--- src/sv/lcal_pkg.sv ---
// ----------------------------------------------------------------------------
// lcal_pkg
// Types and constants shared by the common-ancestor lifting block.
// ----------------------------------------------------------------------------
package lcal_pkg;

    localparam int NODE_BITS  = 10;
    localparam int NODE_SLOTS = 1 << NODE_BITS;
    localparam int LVL_BITS   = 5;

    typedef logic [NODE_BITS-1:0] node_t;
    typedef logic [LVL_BITS-1:0]  lvl_t;

    // opcodes
    localparam logic [1:0] OP_LOAD  = 2'd0;
    localparam logic [1:0] OP_BUILD = 2'd1;
    localparam logic [1:0] OP_QUERY = 2'd2;

    // status codes
    localparam logic [1:0] ST_OK        = 2'd0;
    localparam logic [1:0] ST_RANGE     = 2'd1;
    localparam logic [1:0] ST_NOT_BUILT = 2'd2;
    localparam logic [1:0] ST_CYCLE     = 2'd3;

    typedef struct packed {
        logic [1:0] opcode;
        node_t      node_a;
        node_t      node_b;
    } in_item_t;

    typedef struct packed {
        logic [1:0] status;
        node_t      ancestor_node;
    } out_item_t;

    // memory requests from the sequencer
    typedef struct packed {
        logic  p_we;
        node_t p_waddr;
        node_t p_wdata;
        node_t p_raddr;
        logic  d_we;
        node_t d_waddr;
        node_t d_wdata;
        node_t d_raddr;
        logic  j_we;
        lvl_t  j_wlvl;
        node_t j_wnode;
        node_t j_wdata;
        lvl_t  j_rlvl;
        node_t j_rnode;
    } mem_req_t;

    // registered read data, valid in the cycle after the request
    typedef struct packed {
        node_t p_rdata;
        node_t d_rdata;
        node_t j_rdata;
    } mem_rsp_t;

endpackage

--- src/sv/lcal_ctrl.sv ---
// ----------------------------------------------------------------------------
// lcal_ctrl
// Sequencer: parent loads, table build walks and lifting queries.
// ----------------------------------------------------------------------------
module lcal_ctrl
    import lcal_pkg::*;
#(
    parameter int LEVELS = 10
) (
    input  logic      aclk,
    input  logic      aresetn,
    input  logic      cfg_we,
    input  node_t     cfg_wdata,
    input  logic      start,
    input  in_item_t  item,
    output logic      idle,
    output logic      res_valid,
    input  logic      res_ready,
    output out_item_t res_item,
    output mem_req_t  req,
    input  mem_rsp_t  rsp
);

    typedef enum logic [21:0] {
        S_IDLE   = 22'h000001,
        S_DISP   = 22'h000002,
        S_BSTART = 22'h000004,
        S_BSTEP  = 22'h000008,
        S_BPWAIT = 22'h000010,
        S_J0RD   = 22'h000020,
        S_J0WR   = 22'h000040,
        S_JKRD1  = 22'h000080,
        S_JKRD2  = 22'h000100,
        S_JKWR   = 22'h000200,
        S_QDA    = 22'h000400,
        S_QDB    = 22'h000800,
        S_LSTEP  = 22'h001000,
        S_LWAIT  = 22'h002000,
        S_ASTART = 22'h004000,
        S_CRX    = 22'h008000,
        S_CRY    = 22'h010000,
        S_CCMP   = 22'h020000,
        S_SRX    = 22'h040000,
        S_SRY    = 22'h080000,
        S_SCMP   = 22'h100000,
        S_FINISH = 22'h200000
    } state_t;

    localparam lvl_t LVL_TOP = lvl_t'(LEVELS - 1);
    localparam node_t ROOT   = node_t'(1);

    state_t     state_reg, state_next;
    logic       ready_reg, ready_next;
    node_t      count_reg, count_next;
    in_item_t   item_reg, item_next;
    node_t      i_reg, i_next;
    node_t      cur_reg, cur_next;
    node_t      steps_reg, steps_next;
    node_t      x_reg, x_next;
    node_t      y_reg, y_next;
    node_t      d_reg, d_next;
    node_t      tmp_reg, tmp_next;
    lvl_t       k_reg, k_next;
    out_item_t  res_reg, res_next;

    function automatic logic in_range(input node_t v, input node_t n);
        in_range = (v != '0) && (v <= n);
    endfunction

    assign idle      = (state_reg == S_IDLE);
    assign res_valid = (state_reg == S_FINISH);
    assign res_item  = res_reg;

    always_ff @(posedge aclk) begin
        if (!aresetn) begin
            state_reg <= S_IDLE;
            ready_reg <= 1'b0;
            count_reg <= ROOT;
        end else begin
            state_reg <= state_next;
            ready_reg <= ready_next;
            count_reg <= count_next;
        end
        item_reg  <= item_next;
        i_reg     <= i_next;
        cur_reg   <= cur_next;
        steps_reg <= steps_next;
        x_reg     <= x_next;
        y_reg     <= y_next;
        d_reg     <= d_next;
        tmp_reg   <= tmp_next;
        k_reg     <= k_next;
        res_reg   <= res_next;
    end

    always_comb begin
        state_next = state_reg;
        ready_next = ready_reg;
        count_next = count_reg;
        item_next  = item_reg;
        i_next     = i_reg;
        cur_next   = cur_reg;
        steps_next = steps_reg;
        x_next     = x_reg;
        y_next     = y_reg;
        d_next     = d_reg;
        tmp_next   = tmp_reg;
        k_next     = k_reg;
        res_next   = res_reg;
        req        = '0;

        // register write: zero reads as one, clears the built flag
        if (cfg_we) begin
            count_next = (cfg_wdata == '0) ? ROOT : cfg_wdata;
            ready_next = 1'b0;
        end

        case (state_reg)
            S_IDLE: begin
                if (start) begin
                    item_next = item;
                    state_next = S_DISP;
                end
            end
            S_DISP: begin
                res_next = '{status: ST_OK, ancestor_node: '0};
                state_next = S_FINISH;
                case (item_reg.opcode)
                    OP_LOAD: begin
                        if (item_reg.node_a < node_t'(2) ||
                            !in_range(item_reg.node_a, count_reg) ||
                            !in_range(item_reg.node_b, count_reg)) begin
                            res_next.status = ST_RANGE;
                        end else begin
                            req.p_we    = 1'b1;
                            req.p_waddr = item_reg.node_a;
                            req.p_wdata = item_reg.node_b;
                            ready_next  = 1'b0;
                        end
                    end
                    OP_BUILD: begin
                        ready_next = 1'b0;
                        i_next     = ROOT;
                        state_next = S_BSTART;
                    end
                    OP_QUERY: begin
                        if (!in_range(item_reg.node_a, count_reg) ||
                            !in_range(item_reg.node_b, count_reg)) begin
                            res_next.status = ST_RANGE;
                        end else if (!ready_reg) begin
                            res_next.status = ST_NOT_BUILT;
                        end else begin
                            req.d_raddr = item_reg.node_a;
                            state_next  = S_QDA;
                        end
                    end
                    default: begin
                    end
                endcase
            end
            // depth walk from node i up to the root
            S_BSTART: begin
                cur_next   = i_reg;
                steps_next = '0;
                state_next = S_BSTEP;
            end
            S_BSTEP: begin
                if (cur_reg == ROOT) begin
                    req.d_we    = 1'b1;
                    req.d_waddr = i_reg;
                    req.d_wdata = steps_reg;
                    if (i_reg == count_reg) begin
                        i_next     = ROOT;
                        state_next = S_J0RD;
                    end else begin
                        i_next     = i_reg + node_t'(1);
                        state_next = S_BSTART;
                    end
                end else if (steps_reg >= count_reg) begin
                    res_next   = '{status: ST_CYCLE, ancestor_node: '0};
                    state_next = S_FINISH;
                end else begin
                    req.p_raddr = cur_reg;
                    state_next  = S_BPWAIT;
                end
            end
            S_BPWAIT: begin
                if (!in_range(rsp.p_rdata, count_reg)) begin
                    res_next   = '{status: ST_RANGE, ancestor_node: '0};
                    state_next = S_FINISH;
                end else begin
                    cur_next   = rsp.p_rdata;
                    steps_next = steps_reg + node_t'(1);
                    state_next = S_BSTEP;
                end
            end
            // level zero: the parents
            S_J0RD: begin
                req.p_raddr = i_reg;
                state_next  = S_J0WR;
            end
            S_J0WR: begin
                req.j_we    = 1'b1;
                req.j_wlvl  = '0;
                req.j_wnode = i_reg;
                req.j_wdata = (i_reg == ROOT) ? ROOT : rsp.p_rdata;
                if (i_reg == count_reg) begin
                    if (LEVELS == 1) begin
                        ready_next = 1'b1;
                        res_next   = '{status: ST_OK, ancestor_node: '0};
                        state_next = S_FINISH;
                    end else begin
                        i_next     = ROOT;
                        k_next     = lvl_t'(1);
                        state_next = S_JKRD1;
                    end
                end else begin
                    i_next     = i_reg + node_t'(1);
                    state_next = S_J0RD;
                end
            end
            // level k from two reads of level k-1
            S_JKRD1: begin
                req.j_rlvl  = k_reg - lvl_t'(1);
                req.j_rnode = i_reg;
                state_next  = S_JKRD2;
            end
            S_JKRD2: begin
                req.j_rlvl  = k_reg - lvl_t'(1);
                req.j_rnode = rsp.j_rdata;
                state_next  = S_JKWR;
            end
            S_JKWR: begin
                req.j_we    = 1'b1;
                req.j_wlvl  = k_reg;
                req.j_wnode = i_reg;
                req.j_wdata = rsp.j_rdata;
                state_next  = S_JKRD1;
                if (i_reg == count_reg) begin
                    if (k_reg == LVL_TOP) begin
                        ready_next = 1'b1;
                        res_next   = '{status: ST_OK, ancestor_node: '0};
                        state_next = S_FINISH;
                    end else begin
                        k_next = k_reg + lvl_t'(1);
                        i_next = ROOT;
                    end
                end else begin
                    i_next = i_reg + node_t'(1);
                end
            end
            // query: fetch both depths
            S_QDA: begin
                tmp_next    = rsp.d_rdata;
                req.d_raddr = item_reg.node_b;
                state_next  = S_QDB;
            end
            S_QDB: begin
                if (tmp_reg < rsp.d_rdata) begin
                    x_next = item_reg.node_b;
                    y_next = item_reg.node_a;
                    d_next = rsp.d_rdata - tmp_reg;
                end else begin
                    x_next = item_reg.node_a;
                    y_next = item_reg.node_b;
                    d_next = tmp_reg - rsp.d_rdata;
                end
                k_next     = LVL_TOP;
                state_next = S_LSTEP;
            end
            // lift the deeper node
            S_LSTEP: begin
                if ((d_reg >> k_reg) != '0) begin
                    req.j_rlvl  = k_reg;
                    req.j_rnode = x_reg;
                    state_next  = S_LWAIT;
                end else if (k_reg == '0) begin
                    state_next = S_ASTART;
                end else begin
                    k_next = k_reg - lvl_t'(1);
                end
            end
            S_LWAIT: begin
                x_next     = rsp.j_rdata;
                d_next     = d_reg - (node_t'(1) << k_reg);
                state_next = S_LSTEP;
            end
            S_ASTART: begin
                if (x_reg == y_reg) begin
                    res_next   = '{status: ST_OK, ancestor_node: x_reg};
                    state_next = S_FINISH;
                end else begin
                    state_next = S_CRX;
                end
            end
            // compare parents of x and y
            S_CRX: begin
                req.j_rnode = x_reg;
                state_next  = S_CRY;
            end
            S_CRY: begin
                tmp_next    = rsp.j_rdata;
                req.j_rnode = y_reg;
                state_next  = S_CCMP;
            end
            S_CCMP: begin
                if (tmp_reg == rsp.j_rdata) begin
                    res_next   = '{status: ST_OK, ancestor_node: tmp_reg};
                    state_next = S_FINISH;
                end else begin
                    k_next     = LVL_TOP;
                    state_next = S_SRX;
                end
            end
            // one ascent pass, top level down
            S_SRX: begin
                req.j_rlvl  = k_reg;
                req.j_rnode = x_reg;
                state_next  = S_SRY;
            end
            S_SRY: begin
                tmp_next    = rsp.j_rdata;
                req.j_rlvl  = k_reg;
                req.j_rnode = y_reg;
                state_next  = S_SCMP;
            end
            S_SCMP: begin
                if (tmp_reg != rsp.j_rdata) begin
                    x_next = tmp_reg;
                    y_next = rsp.j_rdata;
                end
                if (k_reg == '0) begin
                    state_next = S_CRX;
                end else begin
                    k_next     = k_reg - lvl_t'(1);
                    state_next = S_SRX;
                end
            end
            S_FINISH: begin
                if (res_ready) begin
                    state_next = S_IDLE;
                end
            end
            default: begin
                state_next = S_IDLE;
            end
        endcase
    end

endmodule

--- config.mk ---
export PLATFORM = sky130hd
export DESIGN_NAME = lcal_ctrl
export DESIGN_NICKNAME = d
export VERILOG_FILES = /design/src/sv/lcal_pkg.sv /design/src/sv/lcal_ctrl.sv
export SDC_FILE = /design/constraint.sdc
export NUM_CORES = 1
export LEC_CHECK = 0
export BUFFER_PORTS_ARGS = -buffer_cell sky130_fd_sc_hd__buf_4
export CORE_MARGIN = 2
export CORE_UTILIZATION = 62
export CTS_BUF_LIST = sky130_fd_sc_hd__clkbuf_16
export DETAILED_ROUTE_END_ITERATION = 8
export PLACE_DENSITY = 0.87
export REMOVE_ABC_BUFFERS = 1
export SLEW_MARGIN = 10
export SYNTH_ARGS = -nofsm -noshare
export SYNTH_HDL_FRONTEND = slang
export SYNTH_SLANG_ARGS = --single-unit
--- constraint.sdc ---
create_clock -name aclk -period 8.6 [get_ports aclk]
set_clock_uncertainty 0.1 [all_clocks]
set_input_delay 1.72 -clock aclk [delete_from_list [all_inputs] [get_ports aclk]]
set_output_delay 1.72 -clock aclk [all_outputs]
set_load 0.02 [all_outputs]
==> results by group <==
Cells and area
  – Commonest non-fill, non-tap cell in the layout: buf_4
  – Most frequent cells in the layout: buf_4 (192), nand2_1 (117), edfxtp_1 (109)
  – Layout cells sized above 1: 19.43%
  – P&R area growth vs syn: 20.20%
  – Nets: 1,462
  – Filler Cell Count: 1,171
  – # diodes: 0

Synthesis
  – Ys flop type: edfxtp_1
  – Area of the mapped netlist: 10,530 sq um
  – Xor and xnor area share after synthesis: 5.073%
  – Syn Inst Count: 1,151
  – FF+latch count, synth: 142
  – Compound-Gate Fraction of Synth Area: 15.83%
  – Synth Area in Adders: 10.31%
  – Multiplexer area fraction after synthesis: 4.301%
  – Main combinational cell family by area after synthesis: simple AND/OR/NAND/NOR gates
  – EDFF count, synth: 109
  – Sequential area share after synthesis: 37.35%
  – Async set-reset flop share out of synthesis: 0%
  – Post-synthesis simple-gate area fraction: 22.95%
  – Synth unique cells: 76
  – Synthesis Warnings: 0
  – Syn avg cell area: 9.150 sq um

Timing
  – Tcrit/Tclk final: 65.35%
  – Pins over their slew limit: 0
  – Fmax: 177.9 MHz
  – Setup slack after layout: 2980 ps
  – Final setup viols: 0
  – Setup TNS: 0 ps
  – Fin crit period: 5620 ps
  – RSZ-0062 raised after global routing: no
  – Rel. slew slack: 14.44%
  – Final hold viol count: 0
  – Worst-Margin Slew: 1279 ps

Clock network
  – Clk_lat worst skew: 430 ps
  – Postcts setup bufs: 0
  – Clk buf depth: 2
  – Clk root buf: clkbuf_16
  – CTS buffer count: 17
  – CTS tree: done
  – Clk slew on worst S/H paths: 60 ps
  – Post-CTS Hold Fix Bufs: 0
  – PostCTS Resize Cnt: 0
  – Clock Sinks: 142
  – H-tree Lvls: 4

Detailed routing
  – Vias/cell: 6.549
  – Drt first pass iters: 9
  – Total wire length: 34.03 mm
  – Wire length on met2: 15.54 mm
  – Routed len/inst: 22.05 microns
  – Max Used Layer: met4
  – Routed Antenna Nets: 0
  – WL met3: 3.672 mm
  – M1 WL: 13.46 mm
  – Via Count: 10,110
  – Iteration-0 DRC count of the detailed router: 1,184
  – Post-route DRC: 0

Placed design
  – PortBufs: 183
  – Pre-CTS setup slack: 3286 ps
  – Placer Congestion: 0.9837
  – DPL Wire Length: 25.12 mm

Setup path
  – Crit-path cells: ha_1 > a21o_1 > a21o_1 > a221o_1 > a21o_1 > a211oi_1 > and4_1 > and2_1 > buf_4
  – WP buf/inv: 1
  – Startpoint Class: flop
  – CP max stage delay: 730 ps
  – Cell mode on critical path: a21o_1
  – Crit Path Max Fanout: 21
  – CP max-delay cell: and4_1
  – Crit path kind: reg2out
  – CP endpoint kind: output pin
  – Worst EP required: 6780 ps
  – CP top delay family: compound AO/OA/AOI/OAI gates
  – Data arrival, critical path: 3800 ps

Floorplan
  – Initial Utilization: 63.51%
  – # rows: 47
  – Die H: 134.3 microns
  – Core box area: 16,580 sq um
  – Die Wd: 134.3 microns
  – Total die area: 18,040 sq um
  – IO Pins: 184

Global routing
  – Vias in the first global route: 9,466
  – Gr usage total: 37.95%
  – Initial antenna violation count: 0
  – Gr ovfl total: 0
  – First-pass GRT wire length: 52.42 mm
  – Pin count of the biggest net entering global routing: 42

Outcome
  – Outcome: complete, no violations

Min path
  – Hold Crit Class: reg2reg

Pwr
  – PwrDens: 137.1 nW/um^2
  – Leakage power: 5.364 nW
  – Max IR drop VDD: 175.1 uV

Run
  – Max cap viols: 0
## power breakdown
part,switching [mW],internal (mW)
Sequential,0.0261,0.755
Combinational,0.122,0.0879
Clock,0.300,0.445
## cells in the mapped netlist (all sizes together) (3+ instances only)
cell type / count / share of area [%]
a2111oi: 3 / 0.25
a211oi: 9 / 0.64
a21o: 14 / 1.0
a21oi: 41 / 1.9
a221oi: 3 / 0.25
a222oi: 10 / 0.95
a22o: 31 / 2.6
a22oi: 11 / 0.78
a31oi: 6 / 0.36
a41oi: 3 / 0.25
and2: 57 / 3.4
and3: 18 / 1.1
and4: 4 / 0.33
buf: 12 / 0.61
clkbuf: 40 / 1.4
dfxtp: 33 / 6.3
edfxtp: 109 / 31
fa: 3 / 0.57
ha: 82 / 9.7
inv: 60 / 2.1
mux2: 10 / 1.1
mux2i: 34 / 3.2
nand2: 117 / 4.2
nand2b: 13 / 0.77
nand3: 33 / 1.7
nand3b: 8 / 0.57
nand4: 15 / 0.89
nor2: 93 / 3.3
nor2b: 14 / 0.83
nor3: 29 / 1.4
nor3b: 5 / 0.36
nor4: 25 / 1.8
nor4b: 6 / 0.56
o2111ai: 3 / 0.25
o211ai: 4 / 0.29
o21a: 4 / 0.29
o21ai: 70 / 3.3
o311ai: 3 / 0.32
o31ai: 9 / 0.64
or2: 9 / 0.53
or3: 6 / 0.36
or4: 7 / 0.57
xnor2: 30 / 2.5
xor2: 31 / 2.6
## final cells by class
| type | instances | area [sq um] | share of cell area, % |
|---|---|---|---|
| Inverter | 60 | 225.2 | 1.779 |
| Clock inverter | 12 | 92.59 | 0.7314 |
| Tap cell | 220 | 275.3 | 2.175 |
| Clock buffer | 20 | 500.5 | 3.954 |
| Sequential cell | 142 | 3934 | 31.08 |
| Timing Repair Buffer | 192 | 1441 | 11.39 |
| Multi-Input combinational cell | 897 | 6190 | 48.90 |
## routing by layer
metal,global-route usage [%],vias to the layer above
met4,15.03,0
met5,0,-
met2,59.92,682
li1,-,4562
met1,51.64,4736
met3,7.521,125
## kinds of logic (layout without fill, tap and decap cells)
logic type / count (synthesis) / in the layout
and+or+nand+nor: 463 / 463
AOI/OAI and AO/OA: 244 / 244
DFF: 142 / 142
buffers and inverters: 112 / 284
adders and majority gates: 85 / 85
xor gates and xnor gates: 61 / 61
muxes: 44 / 44
## worst register-to-register path: cells and delay by family (launching register included)
| kind | cells | cell delay, ps |
|---|---|---|
| compound gates | 2 | 830 |
| flops | 1 | 340 |
| simple gates | 5 | 2530 |
## final timing paths
path                            slack [ps]  depth (start not counted)                        end                  startpoint
worst min register to register         460                          2  count_reg[1]$_SDFFE_PN0P_   count_reg[1]$_SDFFE_PN0P_
worst min-delay path                   460                          2  count_reg[1]$_SDFFE_PN0P_   count_reg[1]$_SDFFE_PN0P_
worst max register to register        4420                          7         k_reg[1]$_DFFE_PP_  state_reg[17]$_SDFFE_PN0P_
worst max-delay path                  2980                          9                    req[96]       item_reg[3]$_DFFE_PP_
## stage by stage
stage                     total power, mW  hold slack [ps]  util [%]  area, sq um  instances
after floorplan                    0.9073            384.6         -        10320       1099
after global placement             0.9882            420.7     72.74        12060       1511
after detailed placement           0.9931            438.2     72.74        12060       1511
after CTS                           1.723            443.5     76.32        12660       1543
after global routing                1.777            466.5     76.33        12660       1543
final                               1.735            456.5     76.33        12660       1543
(Power assumes the default switching activity.)
